$ cat config.mk
export PLATFORM = sky130hd
export DESIGN_NAME = antialiased_line_rasterizer
export DESIGN_NICKNAME = d
export VERILOG_FILES = /design/src/rtl/core/aalr_pkg.sv /design/src/rtl/core/aalr_controller.sv /design/src/rtl/core/aalr_datapath.sv /design/src/rtl/core/antialiased_line_rasterizer.sv
export SDC_FILE = /design/constraint.sdc
export NUM_CORES = 1
export LEC_CHECK = 0
export BUFFER_PORTS_ARGS = -buffer_cell sky130_fd_sc_hd__buf_2
export CAP_MARGIN = 15
export CORE_MARGIN = 2
export CORE_UTILIZATION = 55
export CTS_CLUSTER_DIAMETER = 50
export DETAILED_ROUTE_END_ITERATION = 6
export PLACE_DENSITY = 0.73
export SYNTH_ARGS = -nofsm -noshare
export SYNTH_HDL_FRONTEND = slang
export SYNTH_HIERARCHICAL = 1
export SYNTH_SLANG_ARGS = --single-unit
export TNS_END_PERCENT = 1
$ cat constraint.sdc
create_clock -name clock -period 12.76 [get_ports clock]
set_input_delay 1.276 -clock clock [delete_from_list [all_inputs] [get_ports clock]]
set_output_delay 1.276 -clock clock [all_outputs]
set_load 0.01 [all_outputs]
$ cat src/rtl/core/aalr_pkg.sv
// shared constants, types and codes of the antialiased line rasteriser
`timescale 1ns / 1ps

package aalr_pkg;

   // coordinate and fixed-point sizes
   localparam int COORD_BITS  = 6;
   localparam int FRAC_BITS   = 16;
   localparam int ACC_BITS    = COORD_BITS + FRAC_BITS;
   localparam int GRAD_BITS   = FRAC_BITS + 2;
   localparam int MAG_BITS    = FRAC_BITS + 1;
   localparam int WEIGHT_BITS = 8;

   // one quotient bit per step over the whole dividend
   localparam int DIV_STEPS = ACC_BITS;
   localparam int CNT_BITS  = $clog2(DIV_STEPS + 1);

   localparam logic [WEIGHT_BITS:0]   WEIGHT_FULL = (WEIGHT_BITS + 1)'(1) << WEIGHT_BITS;
   localparam logic [WEIGHT_BITS:0]   WEIGHT_HALF = (WEIGHT_BITS + 1)'(1) << (WEIGHT_BITS - 1);
   localparam logic [WEIGHT_BITS-1:0] WEIGHT_NONE = '0;

   typedef enum logic [2:0] {
      ST_IDLE,
      ST_DIVIDE,
      ST_GRADIENT,
      ST_FIRST,
      ST_SECOND,
      ST_INTERIOR
   } state_type;

   typedef enum logic [1:0] {
      EMIT_FIRST,
      EMIT_SECOND,
      EMIT_INTERIOR
   } emit_kind_type;

   typedef struct packed {
      logic          load;
      logic          div_step;
      logic          grad_load;
      logic          emit;
      emit_kind_type emit_kind;
   } cmd_type;

   typedef struct packed {
      logic dmaj_zero;
      logic dmaj_small;
      logic div_done;
      logic out_free;
      logic interior_last;
   } status_type;

endpackage

$ cat src/rtl/core/aalr_controller.sv
// sequencing state machine of the antialiased line rasteriser
`timescale 1ns / 1ps

module aalr_controller
   import aalr_pkg::*;
(
   input  logic       clock,
   input  logic       reset,
   input  logic       req_valid,
   output logic       req_stall,
   input  status_type status,
   output cmd_type    cmd
);

   state_type state_ff;
   state_type state_in;

   always_ff @(posedge clock) begin
      if (reset) begin
         state_ff <= ST_IDLE;
      end else begin
         state_ff <= state_in;
      end
   end

   always_comb begin
      state_in      = state_ff;
      cmd.load      = 1'b0;
      cmd.div_step  = 1'b0;
      cmd.grad_load = 1'b0;
      cmd.emit      = 1'b0;
      cmd.emit_kind = EMIT_FIRST;
      req_stall     = 1'b1;
      case (state_ff)
         ST_IDLE: begin
            // no word is taken while reset is held
            req_stall = reset;
            if (req_valid && !reset) begin
               cmd.load = 1'b1;
               state_in = ST_DIVIDE;
            end
         end
         ST_DIVIDE: begin
            if (status.dmaj_zero || status.div_done) begin
               state_in = ST_GRADIENT;
            end else begin
               cmd.div_step = 1'b1;
            end
         end
         ST_GRADIENT: begin
            cmd.grad_load = 1'b1;
            state_in      = ST_FIRST;
         end
         ST_FIRST: begin
            cmd.emit_kind = EMIT_FIRST;
            if (status.out_free) begin
               cmd.emit = 1'b1;
               state_in = ST_SECOND;
            end
         end
         ST_SECOND: begin
            cmd.emit_kind = EMIT_SECOND;
            if (status.out_free) begin
               cmd.emit = 1'b1;
               state_in = status.dmaj_small ? ST_IDLE : ST_INTERIOR;
            end
         end
         ST_INTERIOR: begin
            cmd.emit_kind = EMIT_INTERIOR;
            if (status.out_free) begin
               cmd.emit = 1'b1;
               if (status.interior_last) begin
                  state_in = ST_IDLE;
               end
            end
         end
         default: begin
            state_in = ST_IDLE;
         end
      endcase
   end

endmodule

$ cat src/rtl/core/aalr_datapath.sv
// endpoint ordering, gradient divider, minor accumulator and result register
`timescale 1ns / 1ps

module aalr_datapath
   import aalr_pkg::*;
(
   input  logic                   clock,
   input  logic                   reset,
   input  logic [COORD_BITS-1:0]  req_start_x,
   input  logic [COORD_BITS-1:0]  req_start_y,
   input  logic [COORD_BITS-1:0]  req_end_x,
   input  logic [COORD_BITS-1:0]  req_end_y,
   input  cmd_type                cmd,
   output status_type             status,
   output logic                   rsp_valid,
   input  logic                   rsp_stall,
   output logic [COORD_BITS-1:0]  rsp_pixel_x,
   output logic [COORD_BITS-1:0]  rsp_pixel_y,
   output logic                   rsp_far_on_x,
   output logic [WEIGHT_BITS:0]   rsp_weight_near,
   output logic [WEIGHT_BITS-1:0] rsp_weight_far,
   output logic                   rsp_last
);

   // line geometry, held for the whole line
   logic [COORD_BITS-1:0] ma_ff, na_ff, mb_ff, nb_ff, dmaj_ff;
   logic                  steep_ff, neg_ff;

   // divider
   logic [COORD_BITS-1:0] rem_ff;
   logic [ACC_BITS-1:0]   dvd_ff;
   logic [CNT_BITS-1:0]   cnt_ff;

   logic [GRAD_BITS-1:0]  grad_ff;
   logic [ACC_BITS-1:0]   acc_ff;
   logic [COORD_BITS-1:0] col_ff;

   // result register
   logic                   out_valid_ff;
   logic [COORD_BITS-1:0]  out_x_ff, out_y_ff;
   logic                   out_far_x_ff;
   logic [WEIGHT_BITS:0]   out_near_ff;
   logic [WEIGHT_BITS-1:0] out_far_ff;
   logic                   out_last_ff;

   // input decode
   logic [COORD_BITS-1:0] adx, ady, maj_a, min_a, maj_b, min_b;
   logic [COORD_BITS-1:0] ma_in, na_in, mb_in, nb_in, dmin_abs;
   logic                  steep_in, swap;

   always_comb begin
      adx      = (req_end_x > req_start_x) ? (req_end_x - req_start_x)
                                           : (req_start_x - req_end_x);
      ady      = (req_end_y > req_start_y) ? (req_end_y - req_start_y)
                                           : (req_start_y - req_end_y);
      steep_in = ady > adx;
      maj_a    = steep_in ? req_start_y : req_start_x;
      min_a    = steep_in ? req_start_x : req_start_y;
      maj_b    = steep_in ? req_end_y : req_end_x;
      min_b    = steep_in ? req_end_x : req_end_y;
      swap     = maj_a > maj_b;
      ma_in    = swap ? maj_b : maj_a;
      na_in    = swap ? min_b : min_a;
      mb_in    = swap ? maj_a : maj_b;
      nb_in    = swap ? min_a : min_b;
      dmin_abs = (nb_in < na_in) ? (na_in - nb_in) : (nb_in - na_in);
   end

   // restoring divide step
   logic [COORD_BITS:0]   rem_sh;
   logic                  q_bit;
   logic [COORD_BITS:0]   rem_sub;

   always_comb begin
      rem_sh  = {rem_ff, dvd_ff[ACC_BITS-1]};
      q_bit   = rem_sh >= {1'b0, dmaj_ff};
      rem_sub = rem_sh - {1'b0, dmaj_ff};
   end

   // gradient from quotient
   logic [MAG_BITS-1:0]  mag;
   logic [GRAD_BITS-1:0] grad_mag, grad_in;

   always_comb begin
      mag      = (dmaj_ff == '0) ? (MAG_BITS'(1) << FRAC_BITS) : dvd_ff[MAG_BITS-1:0];
      grad_mag = {1'b0, mag};
      grad_in  = neg_ff ? (GRAD_BITS'(0) - grad_mag) : grad_mag;
   end

   logic [ACC_BITS-1:0] grad_ext;
   logic [COORD_BITS:0] col_next;

   assign grad_ext = {{(ACC_BITS - GRAD_BITS){grad_ff[GRAD_BITS-1]}}, grad_ff};
   assign col_next = {1'b0, col_ff} + (COORD_BITS + 1)'(1);

   always_ff @(posedge clock) begin
      if (cmd.load) begin
         ma_ff    <= ma_in;
         na_ff    <= na_in;
         mb_ff    <= mb_in;
         nb_ff    <= nb_in;
         dmaj_ff  <= mb_in - ma_in;
         steep_ff <= steep_in;
         neg_ff   <= nb_in < na_in;
         rem_ff   <= '0;
         dvd_ff   <= {dmin_abs, {FRAC_BITS{1'b0}}};
         cnt_ff   <= CNT_BITS'(DIV_STEPS);
      end else if (cmd.div_step) begin
         rem_ff <= q_bit ? rem_sub[COORD_BITS-1:0] : rem_sh[COORD_BITS-1:0];
         dvd_ff <= {dvd_ff[ACC_BITS-2:0], q_bit};
         cnt_ff <= cnt_ff - CNT_BITS'(1);
      end
      if (cmd.grad_load) begin
         grad_ff <= grad_in;
      end
      if (cmd.emit && cmd.emit_kind == EMIT_FIRST) begin
         acc_ff <= {na_ff, {FRAC_BITS{1'b0}}} + grad_ext;
         col_ff <= ma_ff + COORD_BITS'(1);
      end else if (cmd.emit && cmd.emit_kind == EMIT_INTERIOR) begin
         acc_ff <= acc_ff + grad_ext;
         col_ff <= col_next[COORD_BITS-1:0];
      end
   end

   // result word selection
   logic [COORD_BITS-1:0]  sel_major, sel_minor;
   logic [WEIGHT_BITS:0]   sel_near;
   logic [WEIGHT_BITS-1:0] sel_far;
   logic                   sel_last;
   logic                   interior_last;

   assign interior_last = col_next == {1'b0, mb_ff};

   always_comb begin
      sel_major = ma_ff;
      sel_minor = na_ff;
      sel_near  = WEIGHT_HALF;
      sel_far   = WEIGHT_NONE;
      sel_last  = 1'b0;
      case (cmd.emit_kind)
         EMIT_FIRST: begin
            sel_major = ma_ff;
            sel_minor = na_ff;
         end
         EMIT_SECOND: begin
            sel_major = mb_ff;
            sel_minor = nb_ff;
            sel_last  = dmaj_ff <= COORD_BITS'(1);
         end
         EMIT_INTERIOR: begin
            sel_major = col_ff;
            sel_minor = acc_ff[ACC_BITS-1:FRAC_BITS];
            sel_far   = acc_ff[FRAC_BITS-1:FRAC_BITS-WEIGHT_BITS];
            sel_near  = WEIGHT_FULL - {1'b0, sel_far};
            sel_last  = interior_last;
         end
         default: begin
            sel_last = 1'b0;
         end
      endcase
   end

   logic out_free;
   assign out_free = !out_valid_ff || !rsp_stall;

   always_ff @(posedge clock) begin
      if (reset) begin
         out_valid_ff <= 1'b0;
      end else if (out_free) begin
         out_valid_ff <= cmd.emit;
      end
   end

   always_ff @(posedge clock) begin
      if (cmd.emit && out_free) begin
         out_x_ff     <= steep_ff ? sel_minor : sel_major;
         out_y_ff     <= steep_ff ? sel_major : sel_minor;
         out_far_x_ff <= steep_ff;
         out_near_ff  <= sel_near;
         out_far_ff   <= sel_far;
         out_last_ff  <= sel_last;
      end
   end

   always_comb begin
      status.dmaj_zero     = dmaj_ff == '0;
      status.dmaj_small    = dmaj_ff <= COORD_BITS'(1);
      status.div_done      = cnt_ff == '0;
      status.out_free      = out_free;
      status.interior_last = interior_last;
   end

   assign rsp_valid       = out_valid_ff;
   assign rsp_pixel_x     = out_x_ff;
   assign rsp_pixel_y     = out_y_ff;
   assign rsp_far_on_x    = out_far_x_ff;
   assign rsp_weight_near = out_near_ff;
   assign rsp_weight_far  = out_far_ff;
   assign rsp_last        = out_last_ff;

endmodule

$ cat src/rtl/core/antialiased_line_rasterizer.sv
// top level of the antialiased line rasteriser
`timescale 1ns / 1ps

// Antialiased line rasteriser (Wu style, integer endpoints). One request word
// carries a line; the block answers with one response word per major-axis
// column: the first endpoint, then the second endpoint, then the interior
// columns in ascending order, the final word flagged by last. Each word names
// a near pixel and says whether its partner sits one column right (steep line)
// or one row down, with Q1.8 near and Q0.8 far weights where 256 is full
// intensity; both endpoints carry 128 and 0. A line is accepted, then the
// restoring divider forms the Q1.16 gradient, one quotient bit a cycle over
// 22 quotient bits (cut short when both columns match), the gradient is
// set, and then one response word goes out per cycle while the response
// side keeps up. A new line is taken only once the previous one has been
// handed to the response register; the last word may still wait there while
// the next line is accepted.

module antialiased_line_rasterizer
   import aalr_pkg::*;
(
   input  logic                   clock,
   input  logic                   reset,
   // request channel
   input  logic                   req_valid,
   output logic                   req_stall,
   input  logic [COORD_BITS-1:0]  req_start_x,
   input  logic [COORD_BITS-1:0]  req_start_y,
   input  logic [COORD_BITS-1:0]  req_end_x,
   input  logic [COORD_BITS-1:0]  req_end_y,
   // response channel
   output logic                   rsp_valid,
   input  logic                   rsp_stall,
   output logic [COORD_BITS-1:0]  rsp_pixel_x,
   output logic [COORD_BITS-1:0]  rsp_pixel_y,
   output logic                   rsp_far_on_x,
   output logic [WEIGHT_BITS:0]   rsp_weight_near,
   output logic [WEIGHT_BITS-1:0] rsp_weight_far,
   output logic                   rsp_last
);

   // commands down to the datapath, status back up
   cmd_type    cmd;
   status_type status;

   // sequencer: divide, set gradient, then one word per column
   aalr_controller u_controller (
      .clock     (clock),
      .reset     (reset),
      .req_valid (req_valid),
      .req_stall (req_stall),
      .status    (status),
      .cmd       (cmd)
   );

   // geometry, divider, minor accumulator and response register
   aalr_datapath u_datapath (
      .clock           (clock),
      .reset           (reset),
      .req_start_x     (req_start_x),
      .req_start_y     (req_start_y),
      .req_end_x       (req_end_x),
      .req_end_y       (req_end_y),
      .cmd             (cmd),
      .status          (status),
      .rsp_valid       (rsp_valid),
      .rsp_stall       (rsp_stall),
      .rsp_pixel_x     (rsp_pixel_x),
      .rsp_pixel_y     (rsp_pixel_y),
      .rsp_far_on_x    (rsp_far_on_x),
      .rsp_weight_near (rsp_weight_near),
      .rsp_weight_far  (rsp_weight_far),
      .rsp_last        (rsp_last)
   );

endmodule

---- Word level (Yosys, flattened, before mapping) ----
Cells that the tools add are included.
word-level totals
  register bits after elaboration ......... 146
operators by class
  add/sub/neg operators ................... 15
  $lt $le $gt $ge ......................... 7
  eq/ne operators ......................... 14
  mux-type cells .......................... 41
  reductions and logical operators ........ 16
operator list
  operator                                                               number
  6-bit 2-to-1 mux                                                       16
  22-bit 2-to-1 mux                                                      4
  6-bit subtractor                                                       8
  22-bit adder                                                           2
  17-bit 2-to-1 mux                                                      2
  6-bit > comparator                                                     4
  6-bit case mux with 2 select lines                                     2
  3-bit 2-to-1 mux                                                       7
  3-bit case mux with 6 select lines                                     1
  1-bit by 17-bit subtractor with 18-bit output, first input constant    1
  2-bit by 1-bit != test with 1-bit output, second input constant        6
  3-bit case mux with 3 select lines                                     1
  9-bit by 8-bit subtractor with 9-bit output, first input constant      1
  6-bit by 1-bit adder with 7-bit output, second input constant          1
  7-bit by 6-bit == test with 1-bit output                               1
  7-bit by 6-bit greater-or-equal comparator with 1-bit output           1
  1-bit 2-to-1 mux                                                       7
  6-bit by 1-bit adder with 6-bit output, second input constant          1
  3-bit by 2-bit == test with 1-bit output, second input constant        2
  3-bit == test, second input constant                                   2
  6-bit by 1-bit <= comparator with 1-bit output, second input constant  1
  6-bit logical NOT                                                      1
  6-bit < comparator                                                     1
  6-bit AND reduction                                                    1
  other kinds (12)                                                       19

---- Longest topological paths before layout ----
Gate-level depths: netlist (run 1).
  depth after elaboration ................. 9
  depth in mapped cells ................... 47
  depth with buffers taken out ............ 41

---- Modules after synthesis ----
The synthesis (run 1) kept the hierarchy.
modules (own cells, without submodules)
  module           times used  cells each  area an instance (sq um)  sequential area each (sq um)
  aalr_datapath    1           1100        10341.2                   3983.8
  aalr_controller  1           41          326.6                     60.1

---- Least setup slack after synthesis (run 1) ----
Ideal clock, no wire load.
  path type ............................... input -> register
  from .................................... input port req_end_x[0]
  to ...................................... register u_datapath.dvd_ff[21] (data pin)
  library setup time ...................... 256 ps
  arrival time ............................ 8589 ps
  required time ........................... 12504 ps
  path slack .............................. 3915 ps
  stages .................................. 44
  path buffers ............................ 6
  cells stage by stage .................... inv_1 ha_1 inv_1 fa_1 a21o_1 a21o_1 a21o_1 a21oi_1 a31oi_1 a211oi_1 a21oi_1 xnor2_1 ha_1 and4_1 and3_1 a31o_4 inv_2 clkbuf_1 [... 8 more ...] mux2i_1 a21oi_2 buf_2 buf_2 buf_2 nor2_1 a21oi_1 mux2i_1 ha_1 inv_1 o21bai_1 a21o_1 a31o_1 buf_6 a2111oi_2 a32oi_1 xor2_1 a22o_1
on the way
  longest elaborated chain between the ends .. 9
  elaborated cells between the ends (all ways) .. 17
  those cells by class .................... 4 x add/sub; 4 x order compare; 9 x mux
ends and longest elaborated chain
  item                                                    RTL line                                  RTL
  from (decl)                                             antialiased_line_rasterizer.sv:28         input logic [COORD_BITS-1:0] req_end_x,
  6-bit subtractor, or another cell as far along          aalr_datapath.sv:53                       : (req_start_x - req_end_x);
  6-bit 2-to-1 mux                                        aalr_datapath.sv:52                       adx = (req_end_x > req_start_x) ? (req_end_x - req_start_x)
  6-bit > comparator                                      aalr_datapath.sv:56                       steep_in = ady > adx;
  6-bit 2-to-1 mux (on tied branches)                     aalr_datapath.sv:57, aalr_datapath.sv:59
  6-bit > comparator                                      aalr_datapath.sv:61                       swap = maj_a > maj_b;
  6-bit 2-to-1 mux (*)                                    aalr_datapath.sv:63                       na_in = swap ? min_b : min_a;
  net u_datapath.na_in[2]                                 aalr_datapath.sv:48                       logic [COORD_BITS-1:0] ma_in, na_in, mb_in, nb_in, dmin_abs;
  6-bit subtractor or 6-bit < comparator (tied branches)  aalr_datapath.sv:66                       dmin_abs = (nb_in < na_in) ? (na_in - nb_in) : (nb_in - na_in);
  6-bit 2-to-1 mux (*)                                    aalr_datapath.sv:66
  22-bit 2-to-1 mux (*)                                   aalr_datapath.sv:97                       if (cmd.load) begin
  to (signal assigned)                                    aalr_datapath.sv:106                      dvd_ff <= {dmin_abs, {FRAC_BITS{1'b0}}};
  to (signal assigned)                                    aalr_datapath.sv:110                      dvd_ff <= {dvd_ff[ACC_BITS-2:0], q_bit};
  to (decl)                                               aalr_datapath.sv:31                       logic [ACC_BITS-1:0] dvd_ff;
The timed path passes the listed nets; every way through them passes the cells marked *.
A chain may end at the register's enable or synchronous reset.

---- Final worst setup path (run 1) ----
  from .................................... input port req_end_x[0]
  to ...................................... register u_datapath.dvd_ff[19] (data pin)
The elaborated chain is that of the path after synthesis.

==> flow_summary.ini, run 1 <==
[outcome]
run_status = finished, final reports clean

[logic_synthesis]
netlist_area_um2 = 10700
synth_area_leaders = sky130_fd_sc_hd__edfxtp_1 32%, sky130_fd_sc_hd__ha_1 9.7%, sky130_fd_sc_hd__mux2i_1 6.6%
yosys_warnings = 6
synth-edff-count = 114
synth.top_cell.area_share = 0.321
ys_async_sr_fraction = 0
yosys.cell_types.count = 81
synthFlopType = sky130_fd_sc_hd__edfxtp_1
syn_avg_cell_area_um2 = 9.35
synth_cells = 1141
synthDominantAreaCellType = sky130_fd_sc_hd__edfxtp_1
synth-seq-cells = 145
seq_area_frac_synth = 0.379
postSynthNetCount = 1259

[timing]
final.hold.worst_slack_ns = 0.489
timing.setup.tns_ns = 0
grt_setup_unrepaired = false
hold_viol_final = 0
fin_ws_ns = 3.26
achievable-frequency_ghz = 0.105
worst_clock_skew_ns = 0.0148
tightestPinTransition_ns = 1.03
relSlewSlack = 0.311
slew_viol_final = 0
post-route-period-util = 0.744
layout_min_cycle_time_ns = 9.50
final-setup-viol-count = 0

[placement]
hpwl_mm = 17.7
dpl-instance-area_um2 = 11100
post-place-ws_ns = 3.03
port_buffers = 60
gp_routability_congestion = 0.903

[setup_path]
critPathMaxFanout = 67
reg2reg_slack_ns = 9.22
max_stage_delay_ns = 0.61
setup.worst_path.start_class = input pin
arrival_ns = 9.68
timing.setup.critical_path_class = in2reg
endpoint_kind = flop
cell_with_the_largest_stage_delay_on_the_worst_path = sky130_fd_sc_hd__inv_2
critPathRequiredTime_ns = 12.94

[pwr]
cellLeakagePower_nw = 4.93
power.density_cell_area_nw_per_um2 = 237
power.switching_mw = 1.18
seq_power_share = 0.262
power.share.combinational = 0.551
clock_power_share = 0.188
max-vdd-ir-drop_mv = 0.160
power_switching_share = 0.425
cellInternalPower_mw = 1.60

[clock_tree]
clockBufferDepth = 2
clock_sinks = 145
cts-buffers-inserted = 17
clock_transition_at_the_register_clock_pins_on_the_worst_setup_and_hold_paths_after_cts_ns = 0.06
cts_setup_buffers = 0
cts_root_buffer = sky130_fd_sc_hd__clkbuf_16
ctsHtreeMaxLevel = 4
clk_latency_ns = 0.42
cts_resized = 0
cts_tree = done
ctsHoldBuffers = 0

[drt]
postRouteWirelength_mm = 24.0
vias_per_cell = 5.81
post_route_drc_violation_count = 0
routed-via-count = 8433
detail_route.first_pass.iterations = 6
drt.antenna.violating_nets = 0
mean_routed_wirelength_per_cell_um = 16.5
drt-initial-drc-count = 754

[final_layout]
highest_count_cells_in_the_layout_ignoring_fill_and_taps = 118 x sky130_fd_sc_hd__nor2_1, 114 x sky130_fd_sc_hd__edfxtp_1, 98 x sky130_fd_sc_hd__nand2_1
final_area_um2 = 11800
area_delta_synth_final_pct = 10.3
n_antenna_cell = 0
most_common_cell_after_layout_fill_and_taps_aside = sky130_fd_sc_hd__nor2_1
final_layout_size_suffix_gt1_frac = 0.106
design.final.nets = 1297

[grt]
via_count_of_the_first_global_routing_pass = 7774
grt_antenna_before_repair = 0
grt_overflow = 0
grt_pass1_wl_mm = 39.4
overall_routing_resource_usage = 0.242
grt_start_max_net_pins = 68

[floorplan]
die_span_y_um = 143
design.core.area_um2 = 18900
ios = 61
die_x_um = 143
core.rowCount = 50
initial_core_utilization = 0.565
die-area_um2 = 20500

[min_path]
class_of_the_worst_hold_path = reg2reg

[run]
max_cap_violations = 0
==> final cells by class <==
type                    count  area [um^2]
flip-flops and latches    145         4040
fillers                  1633         7130
well taps                 260          325
clock buffers              19          433
repair buffers             69          368
clock inverters            13          185
multi-input cells         862         6090
inverters                  84          315
==> through the flow <==
stage	total power, mW	instances	utilization
after floorplan	1.93	1141	-
after global placement	2.22	1420	0.590
after detailed placement	2.24	1420	0.590
after CTS	2.77	1452	0.623
after global routing	3.00	1452	0.623
final	2.78	1452	0.623
==> power groups by stage <==
stage	Sequential [mW]	Clock (mW)	Combinational, mW
finish	0.728	0.522	1.53
global route	0.739	0.549	1.71
CTS	0.726	0.531	1.52
detailed placement	0.735	0	1.50
global placement	0.734	0	1.48
floorplan	0.698	0	1.23
==> synthesized netlist by cell type (4+ instances only) <==
cell	number
sky130_fd_sc_hd__o21ai_1	6
sky130_fd_sc_hd__nor2b_1	11
sky130_fd_sc_hd__buf_1	6
sky130_fd_sc_hd__a21oi_1	92
sky130_fd_sc_hd__nor3_1	12
sky130_fd_sc_hd__a22oi_1	14
sky130_fd_sc_hd__buf_2	7
sky130_fd_sc_hd__and3_1	6
sky130_fd_sc_hd__ha_1	83
sky130_fd_sc_hd__or2_2	7
sky130_fd_sc_hd__or3_1	6
sky130_fd_sc_hd__a211oi_1	14
sky130_fd_sc_hd__buf_6	4
sky130_fd_sc_hd__nand4_1	6
sky130_fd_sc_hd__o31ai_1	11
sky130_fd_sc_hd__nand2b_1	11
sky130_fd_sc_hd__nand2_1	98
sky130_fd_sc_hd__and4_1	4
sky130_fd_sc_hd__nand3_1	20
sky130_fd_sc_hd__xor2_1	33
sky130_fd_sc_hd__mux2i_1	70
sky130_fd_sc_hd__nor2_1	118
sky130_fd_sc_hd__fa_1	7
sky130_fd_sc_hd__a21o_1	28
sky130_fd_sc_hd__clkbuf_1	30
sky130_fd_sc_hd__o21bai_1	9
sky130_fd_sc_hd__edfxtp_1	114
sky130_fd_sc_hd__nor3b_1	7
sky130_fd_sc_hd__dfxtp_1	31
sky130_fd_sc_hd__a31oi_1	8
sky130_fd_sc_hd__a21boi_0	5
sky130_fd_sc_hd__o31a_1	4
sky130_fd_sc_hd__o21ai_0	47
sky130_fd_sc_hd__inv_1	81
sky130_fd_sc_hd__and2_1	18
sky130_fd_sc_hd__nor4b_1	4
sky130_fd_sc_hd__o22ai_1	4
sky130_fd_sc_hd__xnor2_1	42
==> routing by layer <==
metal	routed length (um)	vias to the layer above	track usage
met4	214	0	0.0671
met1	11100	3989	0.339
li1	-	4160	-
met3	1230	19	0.0345
met5	0	-	0
met2	11500	265	0.393
==> worst paths after layout <==
path / start / to / depth (start not counted)
hold / removal: u_datapath/rem_ff[5] / u_datapath/rem_ff[5] / 2
hold reg to reg: u_datapath/rem_ff[5] / u_datapath/rem_ff[5] / 2
setup reg to reg: u_datapath/grad_ff[0] / u_datapath/acc_ff[20] / 13
setup / recovery: req_end_x[0] / u_datapath/dvd_ff[19] / 41
==> worst max-delay path: cells and delay by family <==
family                   cells  cell delay, ns
AO/OA/AOI/OAI               19            3.54
buffers and inverters        7            1.65
adder cells (fa/ha/maj)      5            1.61
multiplexers                 3            0.60
AND/OR/NAND/NOR              5            0.73
XOR/XNOR                     2            0.24
==> cell families after synthesis <==
group | count (synthesis) | share of synthesized area
adder cells (fa/ha/maj) | 90 | 0.110
flip-flops | 145 | 0.379
buffers and inverters | 134 | 0.0518
AND/OR/NAND/NOR | 337 | 0.148
multiplexers | 72 | 0.0681
AO/OA/AOI/OAI | 288 | 0.181
XOR/XNOR | 75 | 0.0616
==> registers in the layout, summed over array words and instances (netlist names) <==
register                    count
u_datapath/nb_ff                6
u_datapath/rsp_pixel_x          6
u_datapath/rsp_weight_near      9
u_datapath/na_ff                6
u_datapath/rsp_valid            1
u_datapath/acc_ff              22
u_datapath/ma_ff                6
u_datapath/rsp_pixel_y          6
u_datapath/rem_ff               6
u_datapath/grad_ff             18
u_controller/state_ff           3
u_datapath/steep_ff             1
u_datapath/neg_ff               1
u_datapath/dmaj_ff              6
u_datapath/col_ff               6
u_datapath/rsp_weight_far       7
u_datapath/rsp_last             1
u_datapath/rsp_far_on_x         1
u_datapath/dvd_ff              22
u_datapath/mb_ff                6
u_datapath/cnt_ff               5
(Power assumes the default switching activity.)
==> run 2, diff against run 1 <==
- PLACE_DENSITY: 0.73 -> 0.76
- clock period: 12.76 -> 8.1 ns (I/O delays scaled with it)
==> run 2 against run 1 <==
  * Clock power increased by 37%
  * First-iteration DRC count decreased by 5.6%
  * Sequential power increased by 58%
  * Clock skew decreased by 0.0055 ns
  * Non-clock buffer count increased by 44
  * Routed wire length about the same
  * Largest power group unchanged
  * Clock-buffer cell count increased by 4
  * Setup slack got worse by 2.8 ns
  * Combinational power increased by 82%
  * Utilization increased by 1.7 points
==> flow_summary.ini, run 2 (synthesized netlist as in run 1, its figures left out) <==
[pwr]
power.share.combinational = 0.599
power.density_cell_area_nw_per_um2 = 384
cellInternalPower_mw = 2.73
max-vdd-ir-drop_mv = 0.315
seq_power_share = 0.247
clock_power_share = 0.154
power.switching_mw = 1.91
cellLeakagePower_nw = 5.13
power_switching_share = 0.411

[setup_path]
reg2reg_depth = 13
cell_with_the_largest_stage_delay_on_the_worst_path = sky130_fd_sc_hd__fa_1
critPathRequiredTime_ns = 8.25
arrival_ns = 7.80
worst_path_dominant_cell_family = compound AO/OA/AOI/OAI gates
critPathMaxFanout = 14
setup.worst_path.start_class = input pin
regToRegStartpoint = u_datapath/grad_ff[0]
endpoint_kind = flop
timing.critical_path.to = u_datapath/dvd_ff[20]
timing.setup.critical_path_class = in2reg
r2r_end = u_datapath/acc_ff[20]
worst_setup_path_startpoint = req_end_y[0]
critPathBufInv = 7
crit_cells = 42
max_stage_delay_ns = 0.39
reg2reg_slack_ns = 4.58

[drt]
drt-initial-drc-count = 712
highest-signal-layer = met4
route.met3.wl_mm = 1.41
drt.antenna.violating_nets = 0
wirelength_met1_mm = 10.8
postRouteWirelength_mm = 24.0
detail_route.first_pass.iterations = 5
met2WireLength_mm = 11.5
post_route_drc_violation_count = 0
mean_routed_wirelength_per_cell_um = 16.0
vias_per_cell = 5.74
routed-via-count = 8587

[grt]
grt_overflow = 0
grt_antenna_before_repair = 1
grt_pass1_wl_mm = 39.1
overall_routing_resource_usage = 0.241
grt_start_max_net_pins = 67
via_count_of_the_first_global_routing_pass = 7969

[clock_tree]
ctsHoldBuffers = 0
clockBufferDepth = 2
ctsHtreeMaxLevel = 4
clock_sinks = 145
cts-buffers-inserted = 17
cts_root_buffer = sky130_fd_sc_hd__clkbuf_16
clock_transition_at_the_register_clock_pins_on_the_worst_setup_and_hold_paths_after_cts_ns = 0.06
clk_latency_ns = 0.42
cts_tree = done

[placement]
port_buffers = 60
hpwl_mm = 17.8
gp_routability_congestion = 0.962
placed_cells = 1461

[timing]
final-setup-viol-count = 0
tightestPinTransition_ns = 1.04
hold_viol_final = 0
relSlewSlack = 0.303
grt_setup_unrepaired = false
slew_viol_final = 0
post-route-period-util = 0.945
final.hold.worst_slack_ns = 0.477
achievable-frequency_ghz = 0.131
worst_clock_skew_ns = 0.00933
layout_min_cycle_time_ns = 7.66

[final_layout]
highest_count_cells_in_the_layout_ignoring_fill_and_taps = 118 x sky130_fd_sc_hd__nor2_1, 114 x sky130_fd_sc_hd__edfxtp_1, 98 x sky130_fd_sc_hd__nand2_1
area_delta_synth_final_pct = 13.2
design.final.nets = 1341
most_common_cell_after_layout_fill_and_taps_aside = sky130_fd_sc_hd__nor2_1
final_cell_count_without_fillers = 1497
post-route-util = 0.639
top_regs = u_datapath/acc_ff: 22 flops, u_datapath/dvd_ff: 22 flops, u_datapath/grad_ff: 18 flops
final_layout_size_suffix_gt1_frac = 0.147

[min_path]
critical_hold_path_startpoint = u_datapath/rem_ff[5]
class_of_the_worst_hold_path = reg2reg

[floorplan]
core.rowCount = 50
initial_core_utilization = 0.565
die_span_y_um = 143
design.core.area_um2 = 18900
die_x_um = 143
die-area_um2 = 20500
ios = 61

[outcome]
run_status = finished, final reports clean

[run]
max_cap_violations = 0
[run 2: cell types whose count changed in the layout (fill, tap and decap cells not counted), moves of 3 or more]
cell / before / now
sky130_fd_sc_hd__clkinv_2: 2 / 5
sky130_fd_sc_hd__inv_4: 0 / 3
sky130_fd_sc_hd__a21oi_2: 1 / 4
sky130_fd_sc_hd__a21oi_1: 92 / 89
sky130_fd_sc_hd__buf_4: 9 / 53
sky130_fd_sc_hd__bufinv_16: 4 / 0
[run 2: worst min path at each step]
stage	slack, ns	endpoint	cells after the start
after floorplan	0.45	u_datapath/rem_ff[5]	2
after global placement	0.46	u_datapath/rem_ff[5]	2
after detailed placement	0.47	u_datapath/rem_ff[5]	2
after CTS	0.48	u_datapath/rem_ff[5]	2
after global routing	0.51	u_datapath/rem_ff[5]	2
final	0.48	u_datapath/rem_ff[5]	2
[run 2: timing repair]
| action | CTS | global route |
|---|---|---|
| setup endpoints to repair | 0 | 5 |
| buffers inserted | 0 | 3 |
| resized for setup | 0 | 13 |
[run 2: worst register-to-register path: cells and delay by family (launching register included)]
| kind | cells | cell delay, ns |
|---|---|---|
| buffers and inverters | 1 | 0.07 |
| AO/OA/AOI/OAI | 6 | 1.70 |
| flip-flops | 1 | 0.35 |
| AND/OR/NAND/NOR | 3 | 0.40 |
| adder cells (fa/ha/maj) | 2 | 0.59 |
| multiplexers | 1 | 0.17 |
[run 2: cell type report]
| class | count | area (um^2) |
|---|---|---|
| fill | 1565 | 6810 |
| timing repair buffer | 113 | 698 |
| inverter | 84 | 318 |
| sequential | 145 | 4040 |
| antenna | 1 | 2.50 |
| clock inverter | 9 | 55.1 |
| clock buffer | 23 | 492 |
| multi-input combinational | 862 | 6150 |
| tap | 260 | 325 |
[run 2: metrics by stage]
stage	total power, mW	cell area [um^2]	TNS (ns)	setup WS [ns]
after floorplan	3.05	10700	0	0.00827
after global placement	3.79	11500	0	0.0178
after detailed placement	3.84	11500	-0.511	-0.158
after CTS	4.57	12000	0	0.256
after global routing	5.00	12100	0	0.0151
final	4.64	12100	0	0.442
[run 2: power groups by stage]
stage	clock network, mW	logic [mW]	registers, mW
after floorplan	0	1.95	1.10
after global placement	0	2.64	1.15
after detailed placement	0	2.68	1.16
after CTS	0.728	2.70	1.14
after global routing	0.756	3.08	1.16
final	0.715	2.78	1.15
[run 2: per-layer routing]
layer  GRT usage  vias to the layer above
met5           0                        -
met3      0.0423                       31
li1            -                     4246
met4      0.0753                        0
met2       0.405                      295
met1       0.317                     4015
